[src/rtl/lcp_pkg.sv]
// ============================================================================
// LFU cache package
// Sizes, entry layout, controller states and shared control structures.
// ============================================================================
package lcp_pkg;

    localparam int MAX_ENTRIES = 16;
    localparam int COUNT_BITS  = 16;

    localparam int KEY_BITS  = 32;
    localparam int VAL_BITS  = 32;
    localparam int CAP_BITS  = 5;
    localparam int IDX_BITS  = (MAX_ENTRIES > 1) ? $clog2(MAX_ENTRIES) : 1;
    localparam int RANK_BITS = IDX_BITS;
    localparam int OCC_BITS  = $clog2(MAX_ENTRIES + 1);
    localparam int CMP_BITS  = (OCC_BITS > CAP_BITS) ? OCC_BITS : CAP_BITS;

    localparam int S_TDATA_BITS = ((KEY_BITS + VAL_BITS + 7) / 8) * 8;
    localparam int S_TUSER_BITS = 1;
    localparam int M_TDATA_BITS = ((VAL_BITS + 7) / 8) * 8;
    localparam int M_TUSER_BITS = 1;

    localparam logic [CAP_BITS-1:0]   CAP_RESET  = CAP_BITS'(16);
    localparam logic [COUNT_BITS-1:0] COUNT_MAX  = '1;
    localparam logic [COUNT_BITS-1:0] COUNT_INIT = COUNT_BITS'(1);
    localparam logic [VAL_BITS-1:0]   MISS_VALUE = '1;
    localparam logic [VAL_BITS-1:0]   PUT_VALUE  = '0;

    localparam logic REQ_GET = 1'b0;
    localparam logic REQ_PUT = 1'b1;

    typedef struct packed {
        logic [KEY_BITS-1:0]   key;
        logic [VAL_BITS-1:0]   value;
        logic [COUNT_BITS-1:0] count;
        logic [RANK_BITS-1:0]  rank;
    } entry_t;

    localparam int ENTRY_BITS = $bits(entry_t);

    typedef enum logic [2:0] {
        ST_IDLE,
        ST_SCAN,
        ST_SCAN_END,
        ST_DECIDE,
        ST_UPDATE,
        ST_UPD_END,
        ST_RESP
    } state_t;

    typedef enum logic [1:0] {
        OP_NONE,
        OP_TOUCH,
        OP_EVICT,
        OP_FILL
    } op_t;

    typedef struct packed {
        logic                  found;
        logic [IDX_BITS-1:0]   match_idx;
        logic [RANK_BITS-1:0]  match_rank;
        logic [VAL_BITS-1:0]   match_value;
        logic                  vic_found;
        logic [IDX_BITS-1:0]   vic_idx;
        logic [COUNT_BITS-1:0] vic_count;
        logic [RANK_BITS-1:0]  vic_rank;
        logic                  free_found;
        logic [IDX_BITS-1:0]   free_idx;
    } scan_res_t;

    typedef struct packed {
        op_t                  op;
        logic [IDX_BITS-1:0]  tgt_idx;
        logic [RANK_BITS-1:0] ref_rank;
        logic                 is_put;
        logic [KEY_BITS-1:0]  key;
        logic [VAL_BITS-1:0]  value;
    } upd_ctl_t;

endpackage

[src/rtl/lcp_ram.sv]
// ============================================================================
// LFU cache entry RAM
// Simple dual-port synchronous RAM, one write and one registered read port.
// ============================================================================
module lcp_ram #(
    parameter int  DEPTH = 16,
    parameter int  WIDTH = 8,
    localparam int AW    = (DEPTH > 1) ? $clog2(DEPTH) : 1
) (
    input  logic             aclk,
    input  logic             rd_en,
    input  logic [AW-1:0]    rd_addr,
    output logic [WIDTH-1:0] rd_data,
    input  logic             wr_en,
    input  logic [AW-1:0]    wr_addr,
    input  logic [WIDTH-1:0] wr_data
);

    logic [WIDTH-1:0] mem [DEPTH];

    always_ff @(posedge aclk) begin
        if (wr_en) begin
            mem[wr_addr] <= wr_data;
        end
    end

    always_ff @(posedge aclk) begin
        if (rd_en) begin
            rd_data <= mem[rd_addr];
        end
    end

endmodule

[src/rtl/lcp_scan.sv]
// ============================================================================
// LFU cache table scan
// Folds one entry per beat into the key match, the eviction victim (lowest
// count, oldest on a tie) and the lowest free slot.
// ============================================================================
module lcp_scan (
    input  logic                          aclk,
    input  logic                          aresetn,
    input  logic                          start,
    input  logic                          beat,
    input  logic [lcp_pkg::IDX_BITS-1:0]  beat_idx,
    input  logic                          beat_vld,
    input  lcp_pkg::entry_t               rd_entry,
    input  logic [lcp_pkg::KEY_BITS-1:0]  key,
    output lcp_pkg::scan_res_t            res
);

    import lcp_pkg::*;

    scan_res_t res_reg;
    scan_res_t res_next;
    logic      older_tie;

    assign older_tie = (rd_entry.count == res_reg.vic_count) &&
                       (rd_entry.rank > res_reg.vic_rank);

    always_comb begin
        res_next = res_reg;
        if (start) begin
            res_next.found      = 1'b0;
            res_next.vic_found  = 1'b0;
            res_next.free_found = 1'b0;
        end else if (beat) begin
            if (beat_vld && !res_reg.found && (rd_entry.key == key)) begin
                res_next.found       = 1'b1;
                res_next.match_idx   = beat_idx;
                res_next.match_rank  = rd_entry.rank;
                res_next.match_value = rd_entry.value;
            end
            if (beat_vld && (!res_reg.vic_found || (rd_entry.count < res_reg.vic_count) ||
                             older_tie)) begin
                res_next.vic_found = 1'b1;
                res_next.vic_idx   = beat_idx;
                res_next.vic_count = rd_entry.count;
                res_next.vic_rank  = rd_entry.rank;
            end
            if (!beat_vld && !res_reg.free_found) begin
                res_next.free_found = 1'b1;
                res_next.free_idx   = beat_idx;
            end
        end
    end

    always_ff @(posedge aclk) begin
        if (!aresetn) begin
            res_reg <= '0;
        end else begin
            res_reg <= res_next;
        end
    end

    assign res = res_reg;

endmodule

[src/rtl/lcp_entry_upd.sv]
// ============================================================================
// LFU cache entry rewrite
// Computes the write-back of one entry during the update pass: touch,
// replacement of the victim, or fill of a free slot, with the recency ranks
// of the valid entries more recent than the target (all on a fill) shifted.
// ============================================================================
module lcp_entry_upd (
    input  lcp_pkg::upd_ctl_t             ctl,
    input  logic [lcp_pkg::IDX_BITS-1:0]  beat_idx,
    input  logic                          beat_vld,
    input  lcp_pkg::entry_t               rd_entry,
    output logic                          wr_en,
    output lcp_pkg::entry_t               wr_entry
);

    import lcp_pkg::*;

    logic is_tgt;

    assign is_tgt = (beat_idx == ctl.tgt_idx);

    always_comb begin
        wr_entry = rd_entry;
        wr_en    = 1'b0;
        case (ctl.op)
            OP_TOUCH: begin
                if (is_tgt) begin
                    wr_en         = 1'b1;
                    wr_entry.rank = '0;
                    if (rd_entry.count != COUNT_MAX) begin
                        wr_entry.count = rd_entry.count + COUNT_BITS'(1);
                    end
                    if (ctl.is_put) begin
                        wr_entry.value = ctl.value;
                    end
                end else if (beat_vld && (rd_entry.rank < ctl.ref_rank)) begin
                    wr_en         = 1'b1;
                    wr_entry.rank = rd_entry.rank + RANK_BITS'(1);
                end
            end
            OP_EVICT, OP_FILL: begin
                if (is_tgt) begin
                    wr_en          = 1'b1;
                    wr_entry.key   = ctl.key;
                    wr_entry.value = ctl.value;
                    wr_entry.count = COUNT_INIT;
                    wr_entry.rank  = '0;
                end else if (beat_vld) begin
                    wr_en = 1'b1;
                    if (!((ctl.op == OP_EVICT) && (rd_entry.rank > ctl.ref_rank))) begin
                        wr_entry.rank = rd_entry.rank + RANK_BITS'(1);
                    end
                end
            end
            default: begin
                wr_en = 1'b0;
            end
        endcase
    end

endmodule

[src/rtl/lfu_cache_policy_core.sv]
// ============================================================================
// LFU cache policy core
// Key-value cache with least-frequently-used replacement and an
// least-recently-used tie-break, held in one entry RAM.
// ============================================================================
// A request is taken on the s_axis side and answered by exactly one beat on
// the m_axis side. The entry RAM has one read port, so the controller reads
// every entry once to find the key, the victim and a free slot, and then
// reads and writes back every entry once more to update counts and recency
// ranks. Only a request that changes the table (any get hit, or a put with
// nonzero capacity) takes the second pass; a get miss or a put with capacity
// zero skips it. The two passes never overlap and a new request starts after
// the last write, so no read ever meets a pending write of the same entry.
// The result waits in an output register while the next request is taken in.
module lfu_cache_policy_core (
    input  logic                              aclk,
    input  logic                              aresetn,
    input  logic                              s_axis_tvalid,
    output logic                              s_axis_tready,
    // lookup_key [31:0], write_value [63:32]
    input  logic [lcp_pkg::S_TDATA_BITS-1:0]  s_axis_tdata,
    // req_type [0]
    input  logic [lcp_pkg::S_TUSER_BITS-1:0]  s_axis_tuser,
    output logic                              m_axis_tvalid,
    input  logic                              m_axis_tready,
    // read_value [31:0]
    output logic [lcp_pkg::M_TDATA_BITS-1:0]  m_axis_tdata,
    // hit [0]
    output logic [lcp_pkg::M_TUSER_BITS-1:0]  m_axis_tuser,
    input  logic                              cfg_wr_en,
    input  logic [lcp_pkg::CAP_BITS-1:0]      cfg_wr_data
);

    import lcp_pkg::*;

    state_t                state_reg;
    state_t                state_next;

    logic                  req_put_reg;
    logic [KEY_BITS-1:0]   req_key_reg;
    logic [VAL_BITS-1:0]   req_val_reg;

    logic [CAP_BITS-1:0]   cap_reg;
    logic [OCC_BITS-1:0]   occ_reg;
    logic [OCC_BITS-1:0]   occ_next;
    logic                  valid_reg [MAX_ENTRIES];

    logic [IDX_BITS-1:0]   rd_idx_reg;
    logic                  rd_last;
    logic                  beat_reg;
    logic [IDX_BITS-1:0]   beat_idx_reg;

    upd_ctl_t              ctl_reg;
    upd_ctl_t              ctl_next;
    logic                  resp_hit_reg;
    logic [VAL_BITS-1:0]   resp_value_reg;
    logic [VAL_BITS-1:0]   resp_value_next;

    logic                  m_valid_reg;
    logic                  m_hit_reg;
    logic [VAL_BITS-1:0]   m_value_reg;

    logic                  accept;
    logic                  rd_en;
    logic                  decide_en;
    logic                  load_out;
    logic                  out_free;
    logic                  scan_beat;
    logic                  upd_beat;
    logic                  beat_vld;

    logic [ENTRY_BITS-1:0] rd_data;
    entry_t                rd_entry;
    entry_t                wr_entry;
    logic                  upd_wr_en;
    scan_res_t             scan_res;

    logic [CMP_BITS-1:0]   cap_ext;
    logic [CMP_BITS-1:0]   cap_eff;
    logic [CMP_BITS-1:0]   occ_ext;

    assign accept   = s_axis_tvalid && s_axis_tready;
    assign out_free = !m_valid_reg || m_axis_tready;
    assign rd_last  = (rd_idx_reg == IDX_BITS'(MAX_ENTRIES - 1));
    assign beat_vld = valid_reg[beat_idx_reg];
    assign rd_entry = entry_t'(rd_data);

    assign scan_beat = beat_reg && ((state_reg == ST_SCAN) || (state_reg == ST_SCAN_END));
    assign upd_beat  = beat_reg && ((state_reg == ST_UPDATE) || (state_reg == ST_UPD_END));

    always_comb begin
        state_next = state_reg;
        case (state_reg)
            ST_IDLE: begin
                if (s_axis_tvalid) begin
                    state_next = ST_SCAN;
                end
            end
            ST_SCAN: begin
                if (rd_last) begin
                    state_next = ST_SCAN_END;
                end
            end
            ST_SCAN_END: begin
                state_next = ST_DECIDE;
            end
            ST_DECIDE: begin
                state_next = (ctl_next.op == OP_NONE) ? ST_RESP : ST_UPDATE;
            end
            ST_UPDATE: begin
                if (rd_last) begin
                    state_next = ST_UPD_END;
                end
            end
            ST_UPD_END: begin
                state_next = ST_RESP;
            end
            ST_RESP: begin
                if (out_free) begin
                    state_next = ST_IDLE;
                end
            end
            default: begin
                state_next = ST_IDLE;
            end
        endcase
    end

    always_comb begin
        s_axis_tready = 1'b0;
        rd_en         = 1'b0;
        decide_en     = 1'b0;
        load_out      = 1'b0;
        case (state_reg)
            ST_IDLE: begin
                s_axis_tready = 1'b1;
            end
            ST_SCAN, ST_UPDATE: begin
                rd_en = 1'b1;
            end
            ST_DECIDE: begin
                decide_en = 1'b1;
            end
            ST_RESP: begin
                load_out = out_free;
            end
            default: begin
                s_axis_tready = 1'b0;
            end
        endcase
    end

    assign cap_ext = CMP_BITS'(cap_reg);
    assign cap_eff = (cap_ext > CMP_BITS'(MAX_ENTRIES)) ? CMP_BITS'(MAX_ENTRIES) : cap_ext;
    assign occ_ext = CMP_BITS'(occ_reg);

    always_comb begin
        ctl_next          = ctl_reg;
        ctl_next.op       = OP_NONE;
        ctl_next.is_put   = req_put_reg;
        ctl_next.key      = req_key_reg;
        ctl_next.value    = req_val_reg;
        ctl_next.tgt_idx  = scan_res.match_idx;
        ctl_next.ref_rank = scan_res.match_rank;
        resp_value_next   = PUT_VALUE;
        occ_next          = occ_reg;
        if (req_put_reg == REQ_GET) begin
            resp_value_next = scan_res.found ? scan_res.match_value : MISS_VALUE;
            if (scan_res.found) begin
                ctl_next.op = OP_TOUCH;
            end
        end else if (cap_eff != '0) begin
            if (scan_res.found) begin
                ctl_next.op = OP_TOUCH;
            end else if ((occ_ext >= cap_eff) && scan_res.vic_found) begin
                ctl_next.op       = OP_EVICT;
                ctl_next.tgt_idx  = scan_res.vic_idx;
                ctl_next.ref_rank = scan_res.vic_rank;
            end else if (scan_res.free_found) begin
                ctl_next.op      = OP_FILL;
                ctl_next.tgt_idx = scan_res.free_idx;
                occ_next         = occ_reg + OCC_BITS'(1);
            end
        end
    end

    always_ff @(posedge aclk) begin
        if (!aresetn) begin
            state_reg   <= ST_IDLE;
            cap_reg     <= CAP_RESET;
            occ_reg     <= '0;
            rd_idx_reg  <= '0;
            beat_reg    <= 1'b0;
            m_valid_reg <= 1'b0;
            ctl_reg.op  <= OP_NONE;
            for (int i = 0; i < MAX_ENTRIES; i++) begin
                valid_reg[i] <= 1'b0;
            end
        end else begin
            state_reg <= state_next;
            beat_reg  <= rd_en;
            if (cfg_wr_en) begin
                cap_reg <= cfg_wr_data;
            end
            if (rd_en) begin
                rd_idx_reg <= rd_last ? '0 : rd_idx_reg + IDX_BITS'(1);
            end
            if (decide_en) begin
                ctl_reg <= ctl_next;
                occ_reg <= occ_next;
                for (int i = 0; i < MAX_ENTRIES; i++) begin
                    if ((ctl_next.op == OP_FILL) && (ctl_next.tgt_idx == IDX_BITS'(i))) begin
                        valid_reg[i] <= 1'b1;
                    end
                end
            end
            if (load_out) begin
                m_valid_reg <= 1'b1;
            end else if (m_axis_tready) begin
                m_valid_reg <= 1'b0;
            end
        end
    end

    always_ff @(posedge aclk) begin
        beat_idx_reg <= rd_idx_reg;
        if (accept) begin
            req_put_reg <= s_axis_tuser[0];
            req_key_reg <= s_axis_tdata[KEY_BITS-1:0];
            req_val_reg <= s_axis_tdata[KEY_BITS+VAL_BITS-1:KEY_BITS];
        end
        if (decide_en) begin
            resp_hit_reg   <= scan_res.found;
            resp_value_reg <= resp_value_next;
        end
        if (load_out) begin
            m_hit_reg   <= resp_hit_reg;
            m_value_reg <= resp_value_reg;
        end
    end

    lcp_ram #(
        .DEPTH (MAX_ENTRIES),
        .WIDTH (ENTRY_BITS)
    ) u_ram (
        .aclk    (aclk),
        .rd_en   (rd_en),
        .rd_addr (rd_idx_reg),
        .rd_data (rd_data),
        .wr_en   (upd_beat && upd_wr_en),
        .wr_addr (beat_idx_reg),
        .wr_data (wr_entry)
    );

    lcp_scan u_scan (
        .aclk     (aclk),
        .aresetn  (aresetn),
        .start    (accept),
        .beat     (scan_beat),
        .beat_idx (beat_idx_reg),
        .beat_vld (beat_vld),
        .rd_entry (rd_entry),
        .key      (req_key_reg),
        .res      (scan_res)
    );

    lcp_entry_upd u_entry_upd (
        .ctl      (ctl_reg),
        .beat_idx (beat_idx_reg),
        .beat_vld (beat_vld),
        .rd_entry (rd_entry),
        .wr_en    (upd_wr_en),
        .wr_entry (wr_entry)
    );

    assign m_axis_tvalid   = m_valid_reg;
    assign m_axis_tdata    = M_TDATA_BITS'(m_value_reg);
    assign m_axis_tuser[0] = m_hit_reg;

endmodule

[config.mk]
export PLATFORM = sky130hd
export DESIGN_NAME = lfu_cache_policy_core
export DESIGN_NICKNAME = d
export VERILOG_FILES = /design/src/rtl/lcp_pkg.sv /design/src/rtl/lcp_ram.sv /design/src/rtl/lcp_scan.sv /design/src/rtl/lcp_entry_upd.sv /design/src/rtl/lfu_cache_policy_core.sv
export SDC_FILE = /design/constraint.sdc
export NUM_CORES = 2
export LEC_CHECK = 0
export BUFFER_PORTS_ARGS = -buffer_cell sky130_fd_sc_hd__buf_2
export CAP_MARGIN = 20
export CELL_PAD_IN_SITES_DETAIL_PLACEMENT = 1
export CELL_PAD_IN_SITES_GLOBAL_PLACEMENT = 2
export CORE_UTILIZATION = 45
export CTS_CLUSTER_SIZE = 14
export DETAILED_ROUTE_END_ITERATION = 10
export PLACE_DENSITY = 0.83
export SLEW_MARGIN = 30
export SYNTH_ARGS = -nofsm -noshare
export SYNTH_HDL_FRONTEND = slang
export SYNTH_HIERARCHICAL = 1
export SYNTH_SLANG_ARGS = --single-unit
[constraint.sdc]
create_clock -name aclk -period 16.2 [get_ports aclk]
set_input_delay 3.24 -clock aclk [delete_from_list [all_inputs] [get_ports aclk]]
set_output_delay 3.24 -clock aclk [all_outputs]
set_load 0.02 [all_outputs]
* Yosys cells after proc, flatten, opt, wreduce, memory -nomap -nowiden
Memory sizes are Yosys's and may differ from the RTL's. A register that Yosys moved wholly into a read port is not among the register bits.
Cells that the tools add are included.
W data, S select, Z words.
** Word-level totals
- Memory bits (writable) :: 1360
- Input port bits :: 75
- Memories kept :: 2
- Output and inout bits :: 35
- Bits in registers :: 300
** Cells by class
- Mux-type cells :: 123
- $lt $le $gt $ge :: 6
- Reduce and logical (&&, ||, !) cells :: 55
- Add/subtract/negate cells :: 4
- Bitwise operators :: 20
- Equality and inequality tests :: 34
** Memories
- u_ram.mem :: words 16, width 84, rd ports 1, clocked after Yosys merged registers in 1, write ports 1, line lcp_ram.sv:19 : logic [WIDTH-1:0] mem [DEPTH];
- valid_reg :: words 16, width 1, rd ports 1, clocked after Yosys merged registers in 1, write ports 16, line lfu_cache_policy_core.sv:46 : logic valid_reg [MAX_ENTRIES];
** Operators with widths (number)
- $pmux W52 S2 :: 1
- $mux W32 :: 3
- $mux W1 :: 94
- $mux W80 :: 1
- $mux W48 :: 1
- $eq A4 B4 Y1 const B :: 9
- $eq A32 B32 Y1 :: 1
- $logic_and A1 B1 Y1 :: 28
- $mux W4 :: 7
- $pmux W3 S7 :: 1
- $add A16 B1 Y16 const B :: 1
- $eq A16 B16 Y1 :: 1
- $eq A4 B3 Y1 const B :: 4
- $lt A16 B16 Y1 :: 1
- $mux W16 :: 1
- $mux W8 :: 2
- $ne A16 B16 Y1 const B :: 1
- $or A1 B1 Y1 :: 16
- $mux W3 :: 4
- $mux W6 :: 2
- $mux W10 :: 1
- $eq A3 B3 Y1 const B :: 3
- $reduce_and A3 Y1 :: 3
- $add A4 B1 Y4 const B :: 2
- other kinds (28) :: 54

* Depth between registers and ports, before layout
- Word-level depth :: 15
- Depth in mapped cells :: 11
- Gate-level depth less buffers :: 11

* Modules after synthesis
The synthesis kept the hierarchy.
** Modules (own cells, without submodules)
- lcp_ram :: times used 1, cells each 2154, seq. area each 42881.1 um^2, area each 52893.2 um^2
- lfu_cache_policy_core :: times used 1, cells each 496, seq. area each 7016.7 um^2, area each 8545.7 um^2
- lcp_scan :: times used 1, cells each 412, seq. area each 1421.4 um^2, area each 3661.0 um^2
- lcp_entry_upd :: times used 1, cells each 215, seq. area each 0.0 um^2, area each 1644.1 um^2

* Worst setup path before layout
No wires, ideal clock.
- Path kind :: register to register
- Start :: register beat_idx_reg[0]
- End :: memory u_ram/mem[0][0] (netlist name), enable pin
- Clock period less this slack :: 8711 ps
- Cell stages (with the launch flop) :: 9
- Library setup time :: 629 ps
- Buffers on the path :: 0
- Setup slack :: 7489 ps
- Arrival time :: 8081 ps
- Path through :: dfxtp_1 mux4_2 mux4_2 nand2b_1 o21a_1 o21ai_0 and4b_1 or3b_2 nor3_1
** Between the ends
- Cells in the longest elaborated chain, start to end :: 6
** RTL lines
- from (decl) :: line lfu_cache_policy_core.sv:51 : logic [IDX_BITS-1:0] beat_idx_reg;
- from (signal assigned) :: line lfu_cache_policy_core.sv:226 : beat_idx_reg <= rd_idx_reg;
- $eq A4 B4 Y1 * :: line lcp_entry_upd.sv:20 : assign is_tgt = (beat_idx == ctl.tgt_idx);
- $mux W1, on equally long branches :: line lcp_entry_upd.sv:42, lcp_entry_upd.sv:27
- $pmux W1 S2 * :: line lcp_entry_upd.sv:25 : case (ctl.op)
- named net upd_wr_en :: line lfu_cache_policy_core.sv:75 : logic upd_wr_en;
- $logic_and A1 B1 Y1 * :: line lfu_cache_policy_core.sv:250 : .wr_en (upd_beat && upd_wr_en),
- $mux W1 * :: line lcp_ram.sv:22 : if (wr_en) begin
- $mux W1 (not written as such) * :: line lcp_ram.sv:23 : mem[wr_addr] <= wr_data;
- to (decl) :: line lcp_ram.sv:19
Mark *: on every way through the listed nets, which the timed path passes. The rest lies on a longest branch.

* Worst setup path in the final report
- Start :: register beat_idx_reg[0]
- End :: memory u_ram/mem[0][68] (netlist name), enable pin
Same word-level chain as after synthesis.

==> flow_summary.yaml <==
setup_path:
  worstSetupStartpointType: "register"
  endpoint_kind: "register"
  reg2reg_to: "u_ram/mem[0][68]"
  cp_max_fo: 43
  crit_path_cell_trace: "mux4_2 > mux4_2 > nand2b_1 > o21a_1 > o21ai_0 > and4b_1 > or3b_2 > nor3_2 > buf_4 > buf_4"
  r2r_slack_ns: 10.97
  cp.arrival_ns: 5.65
  cp.required_ns: 16.62
  slowest_stage: "dfxtp_1"
  crit-reg2reg-launch: "beat_idx_reg[0]"
  max_stage_delay_ns: 0.81
  r2r_cells: 10
  path_class: "reg2reg"
timing:
  setup_viol: 0
  setup-tns-final_ns: 0
  finalHoldViolations: 0
  tightest_slew_ns: 1.05
  slew_viol_final: 0
  fin_crit_sh_pct: 32.3
  fin_ws_ns: 10.97
  fmax_ghz: 0.191
  rsz0062_at_grt: "no"
  finalClockSkew_ns: 0.0641
  period_needed_ns: 5.23
  slew_headroom_pct: 29.6
flow_run:
  drv_cap: 0
yosys:
  syn_avg_cell_area_um2: 20.4
  synth_compound_area_share_pct: 3.53
  synth_area_mm2: 0.0667
  synth_nets: 3385
  seq_area_frac_synth_pct: 76.9
  synth.area.mux_share_pct: 13.9
  ys_seq_elements: 1744
  syn_inst: 3277
  synth_most_common_cell: "edfxtp_1"
  synth-simple-area-share_pct: 2.90
  synth-xor-area-share_pct: 0.564
  synth_area_leaders: "edfxtp_1 74%, mux4_2 12%, dfxtp_1 3.1%"
  synth_top_area_cell: "edfxtp_1"
  synth.distinct_cells: 73
  synth_flop_cell: "edfxtp_1"
  yosys-top-cells-count: "1639 x edfxtp_1, 341 x mux4_2, 265 x nand2_1, 129 x a22oi_1, 105 x dfxtp_1"
  async_flop_share_pct: 0
  synthAdderAreaFrac_pct: 0.619
  synth_edf_count: 1639
  synth_top_family_by_area: "multiplexers"
  yosysTopAreaCellShare_pct: 73.7
  ys_warn_count: 6
power_and_ir_drop:
  peakVddDrop_v: 0.000120
  p_per_area_mw_per_mm2: 138
  leakage_nw: 23.5
clock_network:
  cts-root-buf: "clkbuf_16"
  cts_tree: "done"
  clk_latency_ns: 0.82
  cts_max_path_buffers: 3
  clock_sinks: 1744
  hold_buffers: 0
  h-tree-depth: 4
  post_cts_buffers: 0
  clkTransAtPathRegs_ns: 0.06
  cts_buffers: 172
  cts_resized: 0
finish:
  syn_to_final_growth_pct: 12.7
  stdcell_area_mm2: 0.0752
  largest_reg_flops: 1344
  nNetsFinal: 3575
  drive_above_1_share_pct: 25.4
  diodes: 0
floorplan:
  die_w_um: 387
  start_util_pct: 45.6
  coreArea_mm2: 0.146
  rows: 140
  fp.dieH_um: 387
  io_pins: 110
  dieArea_mm2: 0.150
worst_hold_path:
  whs_endpoint: "ctl_reg[10]"
  hold_start: "req_val_reg[10]"
  hold_depth: 0
  hp-class: "reg2reg"
route:
  drt_iter0_markers: 3071
  wl_per_cell_um: 28.6
  totalWireLength_um: 158000
  viasPerCell: 5.91
  drt-pass1-iter-count: 7
  vias: 32639
  route.detailed.drc: 0
  final_antenna_net_count: 0
global_route:
  antenna_found_initial: 6
  grt_pass1_vias: 34610
  met1_usage_pct: 28.5
  use_met2_pct: 34.1
  met3_usage_pct: 4.62
  grt_use_total_pct: 21.0
  grt_pass1_wl_um: 231000
  grt_max_degree: 131
  busiest_layer: "met2"
  overflow: 0
placed_design:
  gp_congestion: 0.743
  dp.final_hpwl_um: 86000
  placed_cell_area_mm2: 0.0697
  port_buffers: 109
  place_ws_ns: 10.50
run_status:
  status: "finished, final reports clean"
metrics by stage:
stage / utilization [%] / power (W) / hold slack [ns] / cells
4_1_cts: 51.3 / 0.0105 / 0.419 / 5527
3_5_place_dp: 47.6 / 0.00663 / 0.407 / 5210
3_3_place_gp: 47.5 / 0.00657 / 0.405 / 5208
6_report: 51.4 / 0.0104 / 0.418 / 5527
5_1_grt: 51.4 / 0.0107 / 0.423 / 5527
2_1_floorplan: - / 0.00625 / 0.395 / 3277
final cells by class:
cell class	instances	area (um2)
Clock buffer	212	4490
Clock inverter	105	962
Fill cell	13055	71200
Inverter	73	274
Multi-Input combinational cell	1301	14600
Sequential cell	1744	51300
Tap cell	1917	2400
Timing Repair Buffer	175	1170
kinds of logic (layout without fill, tap and decap cells):
group / count (synthesis) / count (layout)
compound gates: 308 / 308
xor+xnor: 43 / 43
fa+ha+maj: 33 / 33
buf+inv: 232 / 565
flops: 1744 / 1744
mux: 494 / 494
simple gates: 423 / 423
placed cells by master, fill, tap and decap left out, types with 17 or more instances in the layout:
cell type,Yosys,layout
xor2_1,36,36
inv_1,71,71
clkinv_1,0,49
a22oi_2,40,40
o21ai_0,25,24
nand3_1,21,21
mux2_2,68,68
dfxtp_1,105,102
buf_2,54,108
clkinv_2,0,25
nand2_1,265,264
nor2_1,45,29
clkbuf_16,0,173
ha_1,33,33
nor2_4,1,17
mux4_2,341,341
edfxtp_1,1639,1639
buf_4,3,49
a22oi_1,129,129
clkbuf_1,69,38
mux2i_1,85,76
a21oi_1,56,55
routing by layer:
layer	up-vias	part of all wire (%)
li1	13720	-
met2	1343	49
met5	-	0.017
met4	4	2.7
met3	235	7.9
met1	17337	41
power breakdown:
part | switching, W | total (W) | leakage, nW | internal (W)
sequential | 0.000129 | 0.00538 | 15.7 | 0.00525
clock | 0.00170 | 0.00387 | 2.65 | 0.00217
combinational | 0.000687 | 0.00116 | 5.19 | 0.000470
worst max-delay path: cells and delay by family (launching register included):
kind,cells,cell delay [ns]
AOI/OAI and AO/OA,2,0.50
buffers and inverters,2,1.42
DFF,1,0.81
muxes,2,0.77
and+or+nand+nor,4,1.25
how the worst max path moves through the flow:
| stage | startpoint | endpoint | slack, ns |
|---|---|---|---|
| floorplan | beat_idx_reg[0] | u_ram/mem[0][0] | 7.49 |
| global placement | aresetn | ctl_reg[60] | 10.46 |
| detailed placement | s_axis_tvalid | u_scan/res[10] | 10.50 |
| CTS | beat_idx_reg[0] | u_ram/mem[0][14] | 10.98 |
| global route | beat_idx_reg[0] | u_ram/mem[2][14] | 10.75 |
| finish | beat_idx_reg[0] | u_ram/mem[0][68] | 10.97 |
Note: power is estimated with default switching activity, not from simulation.
